$ cat config.mk
export PLATFORM = sky130hd
export DESIGN_NAME = touchpad_report_gesture_engine_top
export DESIGN_NICKNAME = d
export VERILOG_FILES = /design/src/hdl/trge_pkg.sv /design/src/hdl/trge_ram.sv /design/src/hdl/trge_alu.sv /design/src/hdl/trge_fields.sv /design/src/hdl/trge_edgeq.sv /design/src/hdl/touchpad_report_gesture_engine_top.sv
export SDC_FILE = /design/constraint.sdc
export NUM_CORES = 2
export LEC_CHECK = 0
export BUFFER_PORTS_ARGS = -buffer_cell sky130_fd_sc_hd__buf_4
export CAP_MARGIN = 40
export CORE_MARGIN = 3
export CORE_UTILIZATION = 56
export DETAILED_ROUTE_END_ITERATION = 10
export PLACE_DENSITY = 0.76
export SLEW_MARGIN = 20
export SYNTH_ARGS = -nofsm -noshare
export SYNTH_HDL_FRONTEND = slang
export SYNTH_HIERARCHICAL = 1
export SYNTH_SLANG_ARGS = --single-unit
$ cat constraint.sdc
create_clock -name clk_i -period 7 [get_ports clk_i]
set_clock_uncertainty 0.15 [all_clocks]
set_input_delay 1.05 -clock clk_i [delete_from_list [all_inputs] [get_ports clk_i]]
set_output_delay 1.05 -clock clk_i [all_outputs]
set_load 0.01 [all_outputs]
$ cat src/hdl/trge_pkg.sv
// Shared types and constants of the touchpad report gesture engine.
// Used by every module of the block but trge_ram; depends on nothing.
package trge_pkg;

  localparam int STORE_BYTES = 32;
  localparam int EDGE_DEPTH  = 8;
  localparam int SA_W        = $clog2(STORE_BYTES);
  localparam int EQ_W        = $clog2(EDGE_DEPTH);

  // Width of the shared adder, wide enough for 32-bit tick differences.
  localparam int ALU_W = 34;

  // Magnitude width of the scroll divider: centroid travel plus remainder.
  localparam int MAG_W = 17;

  // Report layout.
  localparam int PREC_LEN       = 32;
  localparam int WIDX_W         = $clog2(PREC_LEN);
  localparam int OFS_LEN_LO     = 0;
  localparam int OFS_LEN_HI     = 1;
  localparam int OFS_RID        = 2;
  localparam int OFS_BUTTONS    = 3;
  localparam int OFS_DX         = 4;
  localparam int OFS_DY         = 5;
  localparam int OFS_COUNT      = 30;
  localparam int OFS_CLICK      = 31;
  localparam int CONTACT_BASE   = 3;
  localparam int CONTACT_STRIDE = 5;
  localparam int NUM_CONTACTS   = 5;
  localparam int CONTACT_END    = CONTACT_BASE + CONTACT_STRIDE * NUM_CONTACTS - 1;

  localparam logic [7:0]  RID_MOUSE     = 8'd2;
  localparam logic [7:0]  RID_PREC      = 8'd3;
  localparam logic [15:0] HDR_MIN_LEN   = 16'd3;
  localparam logic [15:0] MOUSE_MIN_LEN = 16'd6;
  localparam logic [15:0] PREC_MIN_LEN  = 16'd32;
  localparam logic [6:0]  MAX_CONTACTS  = 7'd5;

  // Configuration register indexes.
  localparam logic [1:0] CFG_SCROLL_STEP = 2'd0;
  localparam logic [1:0] CFG_TAP_TIME    = 2'd1;
  localparam logic [1:0] CFG_TAP_TRAVEL  = 2'd2;

  // Fields captured while the stored report is walked.
  typedef struct packed {
    logic [15:0] len;
    logic [7:0]  rid;
    logic [7:0]  buttons;
    logic [7:0]  dx;
    logic [7:0]  dy;
    logic [7:0]  count;
    logic [7:0]  click;
    logic [1:0]  active;
    logic [2:0]  id0;
    logic [15:0] x0;
    logic [15:0] y0;
    logic [15:0] x1;
    logic [15:0] y1;
  } fields_t;

endpackage

$ cat src/hdl/trge_ram.sv
// Generic single-write, single-read RAM with registered read data.
// No dependencies.
module trge_ram #(
  parameter int Width = 8,
  parameter int Depth = 32
) (
  input  logic                     clk_i,
  input  logic                     we_i,
  input  logic [$clog2(Depth)-1:0] waddr_i,
  input  logic [Width-1:0]         wdata_i,
  input  logic [$clog2(Depth)-1:0] raddr_i,
  output logic [Width-1:0]         rdata_o
);

  logic [Width-1:0] mem_q [Depth];

  always_ff @(posedge clk_i) begin
    if (we_i) begin
      mem_q[waddr_i] <= wdata_i;
    end
    rdata_o <= mem_q[raddr_i];
  end

endmodule

$ cat src/hdl/trge_alu.sv
// Shared add/subtract unit with signed and unsigned 16-bit clamps.
// Depends on trge_pkg.
module trge_alu
  import trge_pkg::*;
(
  input  logic signed [ALU_W-1:0] a_i,
  input  logic signed [ALU_W-1:0] b_i,
  input  logic                    sub_i,
  output logic signed [ALU_W-1:0] res_o,
  output logic        [15:0]      sat_s_o,
  output logic        [15:0]      sat_u_o
);

  always_comb begin
    res_o = sub_i ? (a_i - b_i) : (a_i + b_i);
    if (res_o > ALU_W'(32767)) begin
      sat_s_o = 16'h7fff;
    end else if (res_o < -ALU_W'(32768)) begin
      sat_s_o = 16'h8000;
    end else begin
      sat_s_o = res_o[15:0];
    end
    sat_u_o = (res_o > ALU_W'(65535)) ? 16'hffff : res_o[15:0];
  end

endmodule

$ cat src/hdl/trge_fields.sv
// Picks report fields and the first two active contacts out of the byte
// stream read back from the report store. Depends on trge_pkg.
module trge_fields
  import trge_pkg::*;
(
  input  logic              clk_i,
  input  logic              rst_ni,
  input  logic              start_i,
  input  logic              vld_i,
  input  logic [WIDX_W-1:0] idx_i,
  input  logic [7:0]        data_i,
  output fields_t           fields_o
);

  fields_t    f_q;
  logic [2:0] ph_q;
  logic       cap_q;
  logic       slot_q;

  assign fields_o = f_q;

  always_ff @(posedge clk_i or negedge rst_ni) begin
    if (!rst_ni) begin
      f_q    <= '0;
      ph_q   <= '0;
      cap_q  <= 1'b0;
      slot_q <= 1'b0;
    end else if (start_i) begin
      f_q.active <= '0;
      ph_q       <= '0;
      cap_q      <= 1'b0;
    end else if (vld_i) begin
      case (int'(idx_i))
        OFS_LEN_LO:  f_q.len[7:0]  <= data_i;
        OFS_LEN_HI:  f_q.len[15:8] <= data_i;
        OFS_RID:     f_q.rid       <= data_i;
        OFS_BUTTONS: f_q.buttons   <= data_i;
        OFS_DX:      f_q.dx        <= data_i;
        OFS_DY:      f_q.dy        <= data_i;
        OFS_COUNT:   f_q.count     <= data_i;
        OFS_CLICK:   f_q.click     <= data_i;
        default: ;
      endcase
      if (int'(idx_i) >= CONTACT_BASE && int'(idx_i) <= CONTACT_END) begin
        ph_q <= (ph_q == 3'(CONTACT_STRIDE - 1)) ? 3'd0 : ph_q + 3'd1;
        case (ph_q)
          3'd0: begin
            // flags byte: bit 1 marks a finger on the pad
            if (data_i[1]) begin
              cap_q  <= (f_q.active != 2'd2);
              slot_q <= f_q.active[0];
              if (f_q.active == 2'd0) begin
                f_q.id0 <= data_i[4:2];
              end
              if (f_q.active != 2'd2) begin
                f_q.active <= f_q.active + 2'd1;
              end
            end else begin
              cap_q <= 1'b0;
            end
          end
          3'd1: if (cap_q) begin
            if (slot_q) f_q.x1[7:0] <= data_i;
            else        f_q.x0[7:0] <= data_i;
          end
          3'd2: if (cap_q) begin
            if (slot_q) f_q.x1[15:8] <= data_i;
            else        f_q.x0[15:8] <= data_i;
          end
          3'd3: if (cap_q) begin
            if (slot_q) f_q.y1[7:0] <= data_i;
            else        f_q.y0[7:0] <= data_i;
          end
          3'd4: if (cap_q) begin
            if (slot_q) f_q.y1[15:8] <= data_i;
            else        f_q.y0[15:8] <= data_i;
          end
          default: ;
        endcase
      end
    end
  end

endmodule

$ cat src/hdl/trge_edgeq.sv
// Button state and button-edge queue; drops new edges when full.
// Depends on trge_pkg.
module trge_edgeq
  import trge_pkg::*;
(
  input  logic        clk_i,
  input  logic        rst_ni,
  input  logic        push_i,
  input  logic [1:0]  push_val_i,
  input  logic        pop_i,
  output logic        head_vld_o,
  output logic [1:0]  head_val_o,
  output logic [1:0]  buttons_o,
  output logic [31:0] drop_cnt_o
);

  logic [1:0]      q_q [EDGE_DEPTH];
  logic [EQ_W-1:0] head_q, tail_q, head_nx, tail_nx;
  logic [1:0]      btn_q;
  logic [31:0]     drop_q;

  assign head_nx    = (head_q == EQ_W'(EDGE_DEPTH - 1)) ? '0 : head_q + 1'b1;
  assign tail_nx    = (tail_q == EQ_W'(EDGE_DEPTH - 1)) ? '0 : tail_q + 1'b1;
  assign head_vld_o = (head_q != tail_q);
  assign head_val_o = head_vld_o ? q_q[tail_q] : 2'd0;
  assign buttons_o  = btn_q;
  assign drop_cnt_o = drop_q;

  always_ff @(posedge clk_i) begin
    if (push_i && push_val_i != btn_q && head_nx != tail_q) begin
      q_q[head_q] <= push_val_i;
    end
  end

  always_ff @(posedge clk_i or negedge rst_ni) begin
    if (!rst_ni) begin
      head_q <= '0;
      tail_q <= '0;
      btn_q  <= '0;
      drop_q <= '0;
    end else begin
      if (push_i && push_val_i != btn_q) begin
        btn_q <= push_val_i;
        if (head_nx == tail_q) begin
          drop_q <= drop_q + 32'd1;
        end else begin
          head_q <= head_nx;
        end
      end
      if (pop_i && head_vld_o) begin
        tail_q <= tail_nx;
      end
    end
  end

endmodule

$ cat src/hdl/touchpad_report_gesture_engine_top.sv
// Top level of the touchpad report gesture engine: byte intake, report
// sequencer, gesture state and result beat. Depends on trge_pkg,
// trge_ram, trge_alu, trge_fields and trge_edgeq.
//
//   channel | direction | handshake                    | payload
//   --------+-----------+------------------------------+---------------------------
//   in      | sink      | in_valid_i / in_stall_o      | op, data_byte, last_byte,
//           |           |                              | tick_time
//   out     | source    | out_valid_o / out_stall_i    | kind ... edge_drop_count
//   cfg     | sink      | cfg_we_i (no wait)           | cfg_idx_i, cfg_data_i
//
// A last byte starts a walk over all 32 bytes of the report store (one RAM
// read port, one byte a cycle), then a decode on the shared adder; a
// two-finger scroll runs the bit-serial divider. in_stall_o is high while
// the sequencer runs or a result beat waits and is stalled. Reset is
// asynchronous and clears all control state; the store needs no clearing.
module touchpad_report_gesture_engine_top
  import trge_pkg::*;
(
  input  logic        clk_i,
  input  logic        rst_ni,
  input  logic        in_valid_i,
  output logic        in_stall_o,
  input  logic        op_i,
  input  logic [7:0]  data_byte_i,
  input  logic        last_byte_i,
  input  logic [31:0] tick_time_i,
  output logic        out_valid_o,
  input  logic        out_stall_i,
  output logic        kind_o,
  output logic        accepted_o,
  output logic signed [15:0] motion_x_o,
  output logic signed [15:0] motion_y_o,
  output logic signed [15:0] wheel_steps_o,
  output logic        edge_valid_o,
  output logic [1:0]  edge_buttons_o,
  output logic [31:0] report_count_o,
  output logic [31:0] malformed_count_o,
  output logic [31:0] edge_drop_count_o,
  input  logic        cfg_we_i,
  input  logic [1:0]  cfg_idx_i,
  input  logic [15:0] cfg_data_i
);

  typedef enum logic [4:0] {
    ST_IDLE, ST_WALK, ST_DRAIN, ST_DECIDE,
    ST_M_X, ST_M_Y, ST_M_BTN,
    ST_L_DT, ST_L_P1, ST_L_P0,
    ST_S_CY, ST_S_D, ST_S_T, ST_S_ABS, ST_S_DIV, ST_S_W, ST_S_R,
    ST_P_DX, ST_P_DY, ST_P_SX, ST_P_SY, ST_P_TX, ST_P_TY, ST_P_NEW,
    ST_FIN
  } state_e;

  typedef enum logic [1:0] {
    MODE_IDLE   = 2'd0,
    MODE_POINT  = 2'd1,
    MODE_SCROLL = 2'd2
  } gesture_e;

  state_e   state_q;
  gesture_e mode_q;

  // configuration
  logic [7:0]  scroll_step_q;
  logic [15:0] tap_time_q, tap_travel_q;

  // report intake
  logic [15:0] byte_cnt_q;
  logic [31:0] ticks_q;
  logic [WIDX_W-1:0] walk_q, rd_idx_q;
  logic        rd_vld_q;
  logic        ok_q;

  // gesture state
  logic        fv_q, tap_pend_q;
  logic [2:0]  fid_q;
  logic [15:0] last_x_q, last_y_q, anchor_q, tap_dist_q, cy_q;
  logic [31:0] tap_start_q;
  logic signed [15:0] rem_q, sum_x_q, sum_y_q, sum_w_q;
  logic [31:0] acc_q, rej_q;

  // scratch for the decode steps
  logic signed [17:0] delta_q, tot_q;
  logic signed [16:0] dx_q, dy_q;
  logic        neg_q;
  logic [MAG_W-1:0] mag_q, quo_q;
  logic [7:0]  part_q;
  logic [4:0]  div_cnt_q;

  // result beat
  logic        out_vld_q, kind_q, acc_out_q, ev_q;
  logic [1:0]  eb_q;
  logic [15:0] mx_q, my_q, mw_q;
  logic [31:0] rc_q, mc_q, dc_q;

  logic        in_acc, out_take, start_walk;
  logic [7:0]  rdata;
  fields_t     fld;
  logic        push, pop, head_vld;
  logic [1:0]  push_val, head_val, buttons;
  logic [31:0] drop_cnt;
  logic signed [ALU_W-1:0] alu_a, alu_b, alu_res;
  logic        alu_sub;
  logic [15:0] sat_s, sat_u;
  logic [7:0]  step_eff;
  logic [8:0]  shifted;
  logic        hdr_ok, tracked, lift_tap;

  assign out_take   = out_vld_q && !out_stall_i;
  assign in_stall_o = !(state_q == ST_IDLE && (!out_vld_q || !out_stall_i));
  assign in_acc     = in_valid_i && !in_stall_o;
  assign start_walk = in_acc && !op_i && last_byte_i;
  assign pop        = in_acc && op_i;

  assign out_valid_o       = out_vld_q;
  assign kind_o            = kind_q;
  assign accepted_o        = acc_out_q;
  assign motion_x_o        = mx_q;
  assign motion_y_o        = my_q;
  assign wheel_steps_o     = mw_q;
  assign edge_valid_o      = ev_q;
  assign edge_buttons_o    = eb_q;
  assign report_count_o    = rc_q;
  assign malformed_count_o = mc_q;
  assign edge_drop_count_o = dc_q;

  trge_ram #(.Width(8), .Depth(STORE_BYTES)) u_store (
    .clk_i   (clk_i),
    .we_i    (in_acc && !op_i && byte_cnt_q < 16'(STORE_BYTES)),
    .waddr_i (byte_cnt_q[SA_W-1:0]),
    .wdata_i (data_byte_i),
    .raddr_i (SA_W'(walk_q)),
    .rdata_o (rdata)
  );

  trge_fields u_fields (
    .clk_i    (clk_i),
    .rst_ni   (rst_ni),
    .start_i  (start_walk),
    .vld_i    (rd_vld_q),
    .idx_i    (rd_idx_q),
    .data_i   (rdata),
    .fields_o (fld)
  );

  trge_edgeq u_edges (
    .clk_i      (clk_i),
    .rst_ni     (rst_ni),
    .push_i     (push),
    .push_val_i (push_val),
    .pop_i      (pop),
    .head_vld_o (head_vld),
    .head_val_o (head_val),
    .buttons_o  (buttons),
    .drop_cnt_o (drop_cnt)
  );

  trge_alu u_alu (
    .a_i     (alu_a),
    .b_i     (alu_b),
    .sub_i   (alu_sub),
    .res_o   (alu_res),
    .sat_s_o (sat_s),
    .sat_u_o (sat_u)
  );

  assign step_eff = (scroll_step_q == 8'd0) ? 8'd1 : scroll_step_q;
  assign shifted  = {part_q, mag_q[MAG_W-1]};
  assign hdr_ok   = byte_cnt_q >= HDR_MIN_LEN && fld.len >= HDR_MIN_LEN &&
                    fld.len <= byte_cnt_q;
  assign tracked  = mode_q == MODE_POINT && fv_q && fid_q == fld.id0;
  assign lift_tap = tap_pend_q && alu_res[31:0] <= {16'd0, tap_time_q} &&
                    tap_dist_q <= tap_travel_q && buttons == 2'd0;

  // Operand select for the shared adder, one operation per step.
  always_comb begin
    alu_a   = '0;
    alu_b   = '0;
    alu_sub = 1'b0;
    case (state_q)
      ST_M_X:   begin alu_a = ALU_W'(sum_x_q); alu_b = ALU_W'($signed(fld.dx)); end
      ST_M_Y:   begin alu_a = ALU_W'(sum_y_q); alu_b = ALU_W'($signed(fld.dy)); end
      ST_L_DT:  begin
        alu_a = ALU_W'(ticks_q); alu_b = ALU_W'(tap_start_q); alu_sub = 1'b1;
      end
      ST_S_CY:  begin alu_a = ALU_W'(fld.y0); alu_b = ALU_W'(fld.y1); end
      ST_S_D:   begin alu_a = ALU_W'(cy_q); alu_b = ALU_W'(anchor_q); alu_sub = 1'b1; end
      ST_S_T:   begin alu_a = ALU_W'(rem_q); alu_b = ALU_W'(delta_q); end
      ST_S_ABS: begin alu_b = ALU_W'(tot_q); alu_sub = neg_q; end
      ST_S_DIV: begin alu_a = ALU_W'(shifted); alu_b = ALU_W'(step_eff); alu_sub = 1'b1; end
      ST_S_W:   begin alu_a = ALU_W'(sum_w_q); alu_b = ALU_W'(quo_q); alu_sub = !neg_q; end
      ST_S_R:   begin alu_b = ALU_W'(part_q); alu_sub = neg_q; end
      ST_P_DX:  begin alu_a = ALU_W'(fld.x0); alu_b = ALU_W'(last_x_q); alu_sub = 1'b1; end
      ST_P_DY:  begin alu_a = ALU_W'(fld.y0); alu_b = ALU_W'(last_y_q); alu_sub = 1'b1; end
      ST_P_SX:  begin alu_a = ALU_W'(sum_x_q); alu_b = ALU_W'(dx_q); end
      ST_P_SY:  begin alu_a = ALU_W'(sum_y_q); alu_b = ALU_W'(dy_q); end
      ST_P_TX:  begin alu_a = ALU_W'(tap_dist_q); alu_b = ALU_W'(dx_q); alu_sub = dx_q[16]; end
      ST_P_TY:  begin alu_a = ALU_W'(tap_dist_q); alu_b = ALU_W'(dy_q); alu_sub = dy_q[16]; end
      default: ;
    endcase
  end

  // Button pushes: physical click at decode, mouse buttons, tap click pair.
  always_comb begin
    push     = 1'b0;
    push_val = 2'd0;
    case (state_q)
      ST_DECIDE: begin
        push     = hdr_ok && fld.rid == RID_PREC && fld.len >= PREC_MIN_LEN &&
                   fld.count[6:0] <= MAX_CONTACTS;
        push_val = {1'b0, fld.click[0]};
      end
      ST_M_BTN: begin push = 1'b1; push_val = fld.buttons[1:0]; end
      ST_L_P1:  begin push = 1'b1; push_val = 2'd1; end
      ST_L_P0:  begin push = 1'b1; push_val = 2'd0; end
      default: ;
    endcase
  end

  always_ff @(posedge clk_i or negedge rst_ni) begin
    if (!rst_ni) begin
      state_q       <= ST_IDLE;
      mode_q        <= MODE_IDLE;
      scroll_step_q <= 8'd24;
      tap_time_q    <= 16'd20;
      tap_travel_q  <= 16'd24;
      byte_cnt_q    <= '0;
      ticks_q       <= '0;
      walk_q        <= '0;
      rd_idx_q      <= '0;
      rd_vld_q      <= 1'b0;
      ok_q          <= 1'b0;
      fv_q          <= 1'b0;
      tap_pend_q    <= 1'b0;
      fid_q         <= '0;
      last_x_q      <= '0;
      last_y_q      <= '0;
      anchor_q      <= '0;
      tap_dist_q    <= '0;
      cy_q          <= '0;
      tap_start_q   <= '0;
      rem_q         <= '0;
      sum_x_q       <= '0;
      sum_y_q       <= '0;
      sum_w_q       <= '0;
      acc_q         <= '0;
      rej_q         <= '0;
      delta_q       <= '0;
      tot_q         <= '0;
      dx_q          <= '0;
      dy_q          <= '0;
      neg_q         <= 1'b0;
      mag_q         <= '0;
      quo_q         <= '0;
      part_q        <= '0;
      div_cnt_q     <= '0;
      out_vld_q     <= 1'b0;
      kind_q        <= 1'b0;
      acc_out_q     <= 1'b0;
      ev_q          <= 1'b0;
      eb_q          <= '0;
      mx_q          <= '0;
      my_q          <= '0;
      mw_q          <= '0;
      rc_q          <= '0;
      mc_q          <= '0;
      dc_q          <= '0;
    end else begin
      if (cfg_we_i) begin
        case (cfg_idx_i)
          CFG_SCROLL_STEP: scroll_step_q <= cfg_data_i[7:0];
          CFG_TAP_TIME:    tap_time_q    <= cfg_data_i;
          CFG_TAP_TRAVEL:  tap_travel_q  <= cfg_data_i;
          default: ;
        endcase
      end

      if (out_take) begin
        out_vld_q <= 1'b0;
      end
      rd_vld_q <= 1'b0;

      case (state_q)
        ST_IDLE: begin
          if (in_acc && op_i) begin
            // take beat: return and clear the sums, pop one edge
            out_vld_q <= 1'b1;
            kind_q    <= 1'b1;
            acc_out_q <= 1'b0;
            mx_q      <= sum_x_q;
            my_q      <= sum_y_q;
            mw_q      <= sum_w_q;
            ev_q      <= head_vld;
            eb_q      <= head_val;
            rc_q      <= acc_q;
            mc_q      <= rej_q;
            dc_q      <= drop_cnt;
            sum_x_q   <= '0;
            sum_y_q   <= '0;
            sum_w_q   <= '0;
          end else if (in_acc) begin
            if (byte_cnt_q != 16'hffff) begin
              byte_cnt_q <= byte_cnt_q + 16'd1;
            end
            if (last_byte_i) begin
              ticks_q <= tick_time_i;
              walk_q  <= '0;
              state_q <= ST_WALK;
            end
          end
        end

        ST_WALK: begin
          rd_vld_q <= 1'b1;
          rd_idx_q <= walk_q;
          walk_q   <= walk_q + 1'b1;
          if (walk_q == WIDX_W'(PREC_LEN - 1)) begin
            state_q <= ST_DRAIN;
          end
        end

        ST_DRAIN: state_q <= ST_DECIDE;

        ST_DECIDE: begin
          ok_q    <= 1'b0;
          state_q <= ST_FIN;
          if (hdr_ok && fld.rid == RID_MOUSE) begin
            if (fld.len >= MOUSE_MIN_LEN) begin
              ok_q       <= 1'b1;
              mode_q     <= MODE_IDLE;
              fv_q       <= 1'b0;
              tap_pend_q <= 1'b0;
              state_q    <= ST_M_X;
            end
          end else if (hdr_ok && fld.rid == RID_PREC) begin
            if (push) begin
              ok_q <= 1'b1;
              if (fld.click[0]) begin
                tap_pend_q <= 1'b0;
              end
              if (fld.active == 2'd0) begin
                state_q <= ST_L_DT;
              end else if (fld.active == 2'd2) begin
                state_q <= ST_S_CY;
              end else if (tracked) begin
                state_q <= ST_P_DX;
              end else begin
                state_q <= ST_P_NEW;
              end
            end
          end
        end

        // mouse report
        ST_M_X: begin sum_x_q <= sat_s; state_q <= ST_M_Y; end
        ST_M_Y: begin sum_y_q <= sat_s; state_q <= ST_M_BTN; end
        ST_M_BTN: state_q <= ST_FIN;

        // all fingers lifted
        ST_L_DT: begin
          if (lift_tap) begin
            state_q <= ST_L_P1;
          end else begin
            mode_q     <= MODE_IDLE;
            fv_q       <= 1'b0;
            tap_pend_q <= 1'b0;
            rem_q      <= '0;
            state_q    <= ST_FIN;
          end
        end
        ST_L_P1: state_q <= ST_L_P0;
        ST_L_P0: begin
          mode_q     <= MODE_IDLE;
          fv_q       <= 1'b0;
          tap_pend_q <= 1'b0;
          rem_q      <= '0;
          state_q    <= ST_FIN;
        end

        // two fingers: wheel steps from centroid travel
        ST_S_CY: begin
          tap_pend_q <= 1'b0;
          if (mode_q == MODE_SCROLL) begin
            cy_q    <= alu_res[16:1];
            state_q <= ST_S_D;
          end else begin
            rem_q    <= '0;
            mode_q   <= MODE_SCROLL;
            anchor_q <= alu_res[16:1];
            fv_q     <= 1'b0;
            state_q  <= ST_FIN;
          end
        end
        ST_S_D: begin delta_q <= alu_res[17:0]; state_q <= ST_S_T; end
        ST_S_T: begin
          tot_q   <= alu_res[17:0];
          neg_q   <= alu_res[ALU_W-1];
          state_q <= ST_S_ABS;
        end
        ST_S_ABS: begin
          mag_q     <= alu_res[MAG_W-1:0];
          part_q    <= '0;
          quo_q     <= '0;
          div_cnt_q <= '0;
          state_q   <= ST_S_DIV;
        end
        ST_S_DIV: begin
          // one quotient bit per cycle, restoring
          if (!alu_res[ALU_W-1]) begin
            part_q <= alu_res[7:0];
            quo_q  <= {quo_q[MAG_W-2:0], 1'b1};
          end else begin
            part_q <= shifted[7:0];
            quo_q  <= {quo_q[MAG_W-2:0], 1'b0};
          end
          mag_q     <= {mag_q[MAG_W-2:0], 1'b0};
          div_cnt_q <= div_cnt_q + 5'd1;
          if (div_cnt_q == 5'(MAG_W - 1)) begin
            state_q <= ST_S_W;
          end
        end
        ST_S_W: begin sum_w_q <= sat_s; state_q <= ST_S_R; end
        ST_S_R: begin
          rem_q    <= alu_res[15:0];
          mode_q   <= MODE_SCROLL;
          anchor_q <= cy_q;
          fv_q     <= 1'b0;
          state_q  <= ST_FIN;
        end

        // one finger: pointer motion and tap travel
        ST_P_DX: begin dx_q <= alu_res[16:0]; state_q <= ST_P_DY; end
        ST_P_DY: begin dy_q <= alu_res[16:0]; state_q <= ST_P_SX; end
        ST_P_SX: begin sum_x_q <= sat_s; state_q <= ST_P_SY; end
        ST_P_SY: begin sum_y_q <= sat_s; state_q <= ST_P_TX; end
        ST_P_TX: begin tap_dist_q <= sat_u; state_q <= ST_P_TY; end
        ST_P_TY, ST_P_NEW: begin
          if (state_q == ST_P_TY) begin
            tap_dist_q <= sat_u;
          end else begin
            tap_pend_q  <= !fld.click[0];
            tap_start_q <= ticks_q;
            tap_dist_q  <= '0;
          end
          mode_q   <= MODE_POINT;
          fv_q     <= 1'b1;
          fid_q    <= fld.id0;
          last_x_q <= fld.x0;
          last_y_q <= fld.y0;
          state_q  <= ST_FIN;
        end

        ST_FIN: begin
          // verdict beat; the output register is free since the last byte
          out_vld_q  <= 1'b1;
          kind_q     <= 1'b0;
          acc_out_q  <= ok_q;
          mx_q       <= '0;
          my_q       <= '0;
          mw_q       <= '0;
          ev_q       <= 1'b0;
          eb_q       <= '0;
          rc_q       <= acc_q + {31'd0, ok_q};
          mc_q       <= rej_q + {31'd0, !ok_q};
          dc_q       <= drop_cnt;
          acc_q      <= acc_q + {31'd0, ok_q};
          rej_q      <= rej_q + {31'd0, !ok_q};
          byte_cnt_q <= '0;
          state_q    <= ST_IDLE;
        end

        default: state_q <= ST_IDLE;
      endcase
    end
  end

endmodule
==> flow_summary.toml <==
[outcome]
status = "finished, violations left"
violations = "negative setup slack"

[global_routing]
grt_pass1_wl_um = 222000
grt_pass1_vias = 36063
grt_overflow = 0
antenna_found_initial = 2
grt_start_max_net_pins = 179
grt.total_usage = 0.317

[timing]
finalSetupTns_ps = -168
hold_violations = 0
relSlewSlack = 0.362
slew_viol_final = 0
setup_ws_ps = -72.3
period_share = 1.01
holdWs_ps = 131
fmax_ghz = 0.141
finalCriticalPeriod_ps = 7070
rsz0062_at_grt = "true"
finalSetupViolCount = 4
worst_slew_pin_slew_ps = 956

[synth]
yosys_warnings = 6
synth_fp_nets = 4354
syn_area_mm2 = 0.0496
syn_avg_cell_area_um2 = 11.8
synthCells = 4185

[setup_path]
worstPathArrival_ps = 7500
cp.depth = 29
path_class = "flop to flop"
crit_top_cell = "nand4_1"
crit_path_max_fanout = 9
r2r-end = "mode_q[1]"
critPathMaxStageDelay_ps = 610
reg2reg_slack_ps = -70
rr_worst_depth = 29
critPathBufInv = 6
worstPathRequired_ps = 7430
crit_path_end_kind = "flop"
r2r-start = "state_q[2]"
crit_family = "simple AND/OR/NAND/NOR gates"
startpoint_type = "flop"
cp_slowest_cell = "or4_4"

[routing]
drt_wl_total_um = 148000
vias = 36717
viasPerCell = 6.26
drtIter0Drc = 4210
postRouteAntennaNets = 0
first_pass_iters = 6
remaining_drc_errors = 0
routedWlPerCell_um = 25.2

[die]
die_w_um = 304
rows = 108
core-area_mm2 = 0.0873
io_pins = 216
start_util = 0.568
dieArea_mm2 = 0.0922
die_h_um = 304

[final_layout]
final_common_cell = "dfrtp_1"
fillers = 6281
multiInputGateArea_mm2 = 0.0209
final_nets = 4786
drive_gt1_frac = 0.284
diodes = 0
ff_latch_area_mm2 = 0.0275
final_cell_mix = "dfrtp_1 (755), nand2_1 (607), buf_4 (513), mux2_2 (338), edfxtp_1 (272)"
area_growth_pct = 18.2
fin_util = 0.672
finalNonFillerCells = 5863

[clock_network]
cts_hold_buffers = 0
cts_sinks = 1047
clk_transition_reported_paths_ps = 70
clockBufferDepth = 3
cts_root_buf = "clkbuf_16"
cts.htree.levels = 3
clkLatencyLatePin_ps = 710
cts_tree = "built"
numCtsBuffers = 104

[placement]
placed_cells = 5630
dp.final_hpwl_um = 104000
routabilityCongestion = 0.968
port-buffer-count = 215

[worst_hold_path]
hp-class = "input pin to asynchronous set/reset pin"

[run]
drv_cap = 0
-- per-stage QoR --
stage / instance area (um2) / setup WS (ps)
6_report: 58600 / -72.3
5_1_grt: 58600 / -311
4_1_cts: 57900 / 28.1
3_5_place_dp: 54300 / -267
3_3_place_gp: 54000 / -145
2_1_floorplan: 49600 / 199
-- what timing repair did --
item                       4_1_cts  5_1_grt
gates resized for setup         17       84
gates cloned                     0        2
setup endpoints to repair       82       91
setup buffers                    2       21
pin swaps                        6       42
-- layout make-up --
class | instances | share of cell area
repair buffers | 567 | 0.0797
clock inverters | 45 | 0.0104
flip-flops and latches | 1047 | 0.470
well taps | 1155 | 0.0246
clock buffers | 152 | 0.0509
inverters | 121 | 0.00777
multi-input cells | 2776 | 0.357
-- worst max path at each step --
| stage | end | startpoint |
|---|---|---|
| 6_report | mode_q[1] | state_q[2] |
| 5_1_grt | mode_q[1] | state_q[1] |
| 4_1_cts | mode_q[1] | state_q[1] |
| 3_5_place_dp | mode_q[1] | state_q[1] |
| 3_3_place_gp | mode_q[1] | state_q[1] |
| 2_1_floorplan | mode_q[1] | state_q[1] |
-- routing by layer --
layer	wire, um	global-route usage
met4	7580	0.142
met5	11	0
met1	59500	0.442
met3	13200	0.0624
met2	67500	0.487
-- flip-flops by register name (all words and copies together), names as in the netlist, 17 cells and up --
register            cells
tap_start_q            32
tot_q                  18
malformed_count_o      32
delta_q                18
report_count_o         32
mag_q                  17
acc_q                  32
dx_q                   17
edge_drop_count_o      32
quo_q                  17
rej_q                  32
u_edges/drop_cnt_o     32
u_fields/fields_o     102
ticks_q                32
u_store/mem_q         256
dy_q                   17
-- worst register-to-register path, delay by kind of cell (launching register included) --
kind	cells	cell delay, ps
AND/OR/NAND/NOR	14	3250
buffers and inverters	6	1070
AO/OA/AOI/OAI	5	1020
flip-flops	1	490
XOR/XNOR	2	340
adder cells (fa/ha/maj)	1	320
multiplexers	1	310
Power is left out: the tool's default activity adds up to more than one toggle a clock period on the data nets, which glitch-free logic cannot reach.
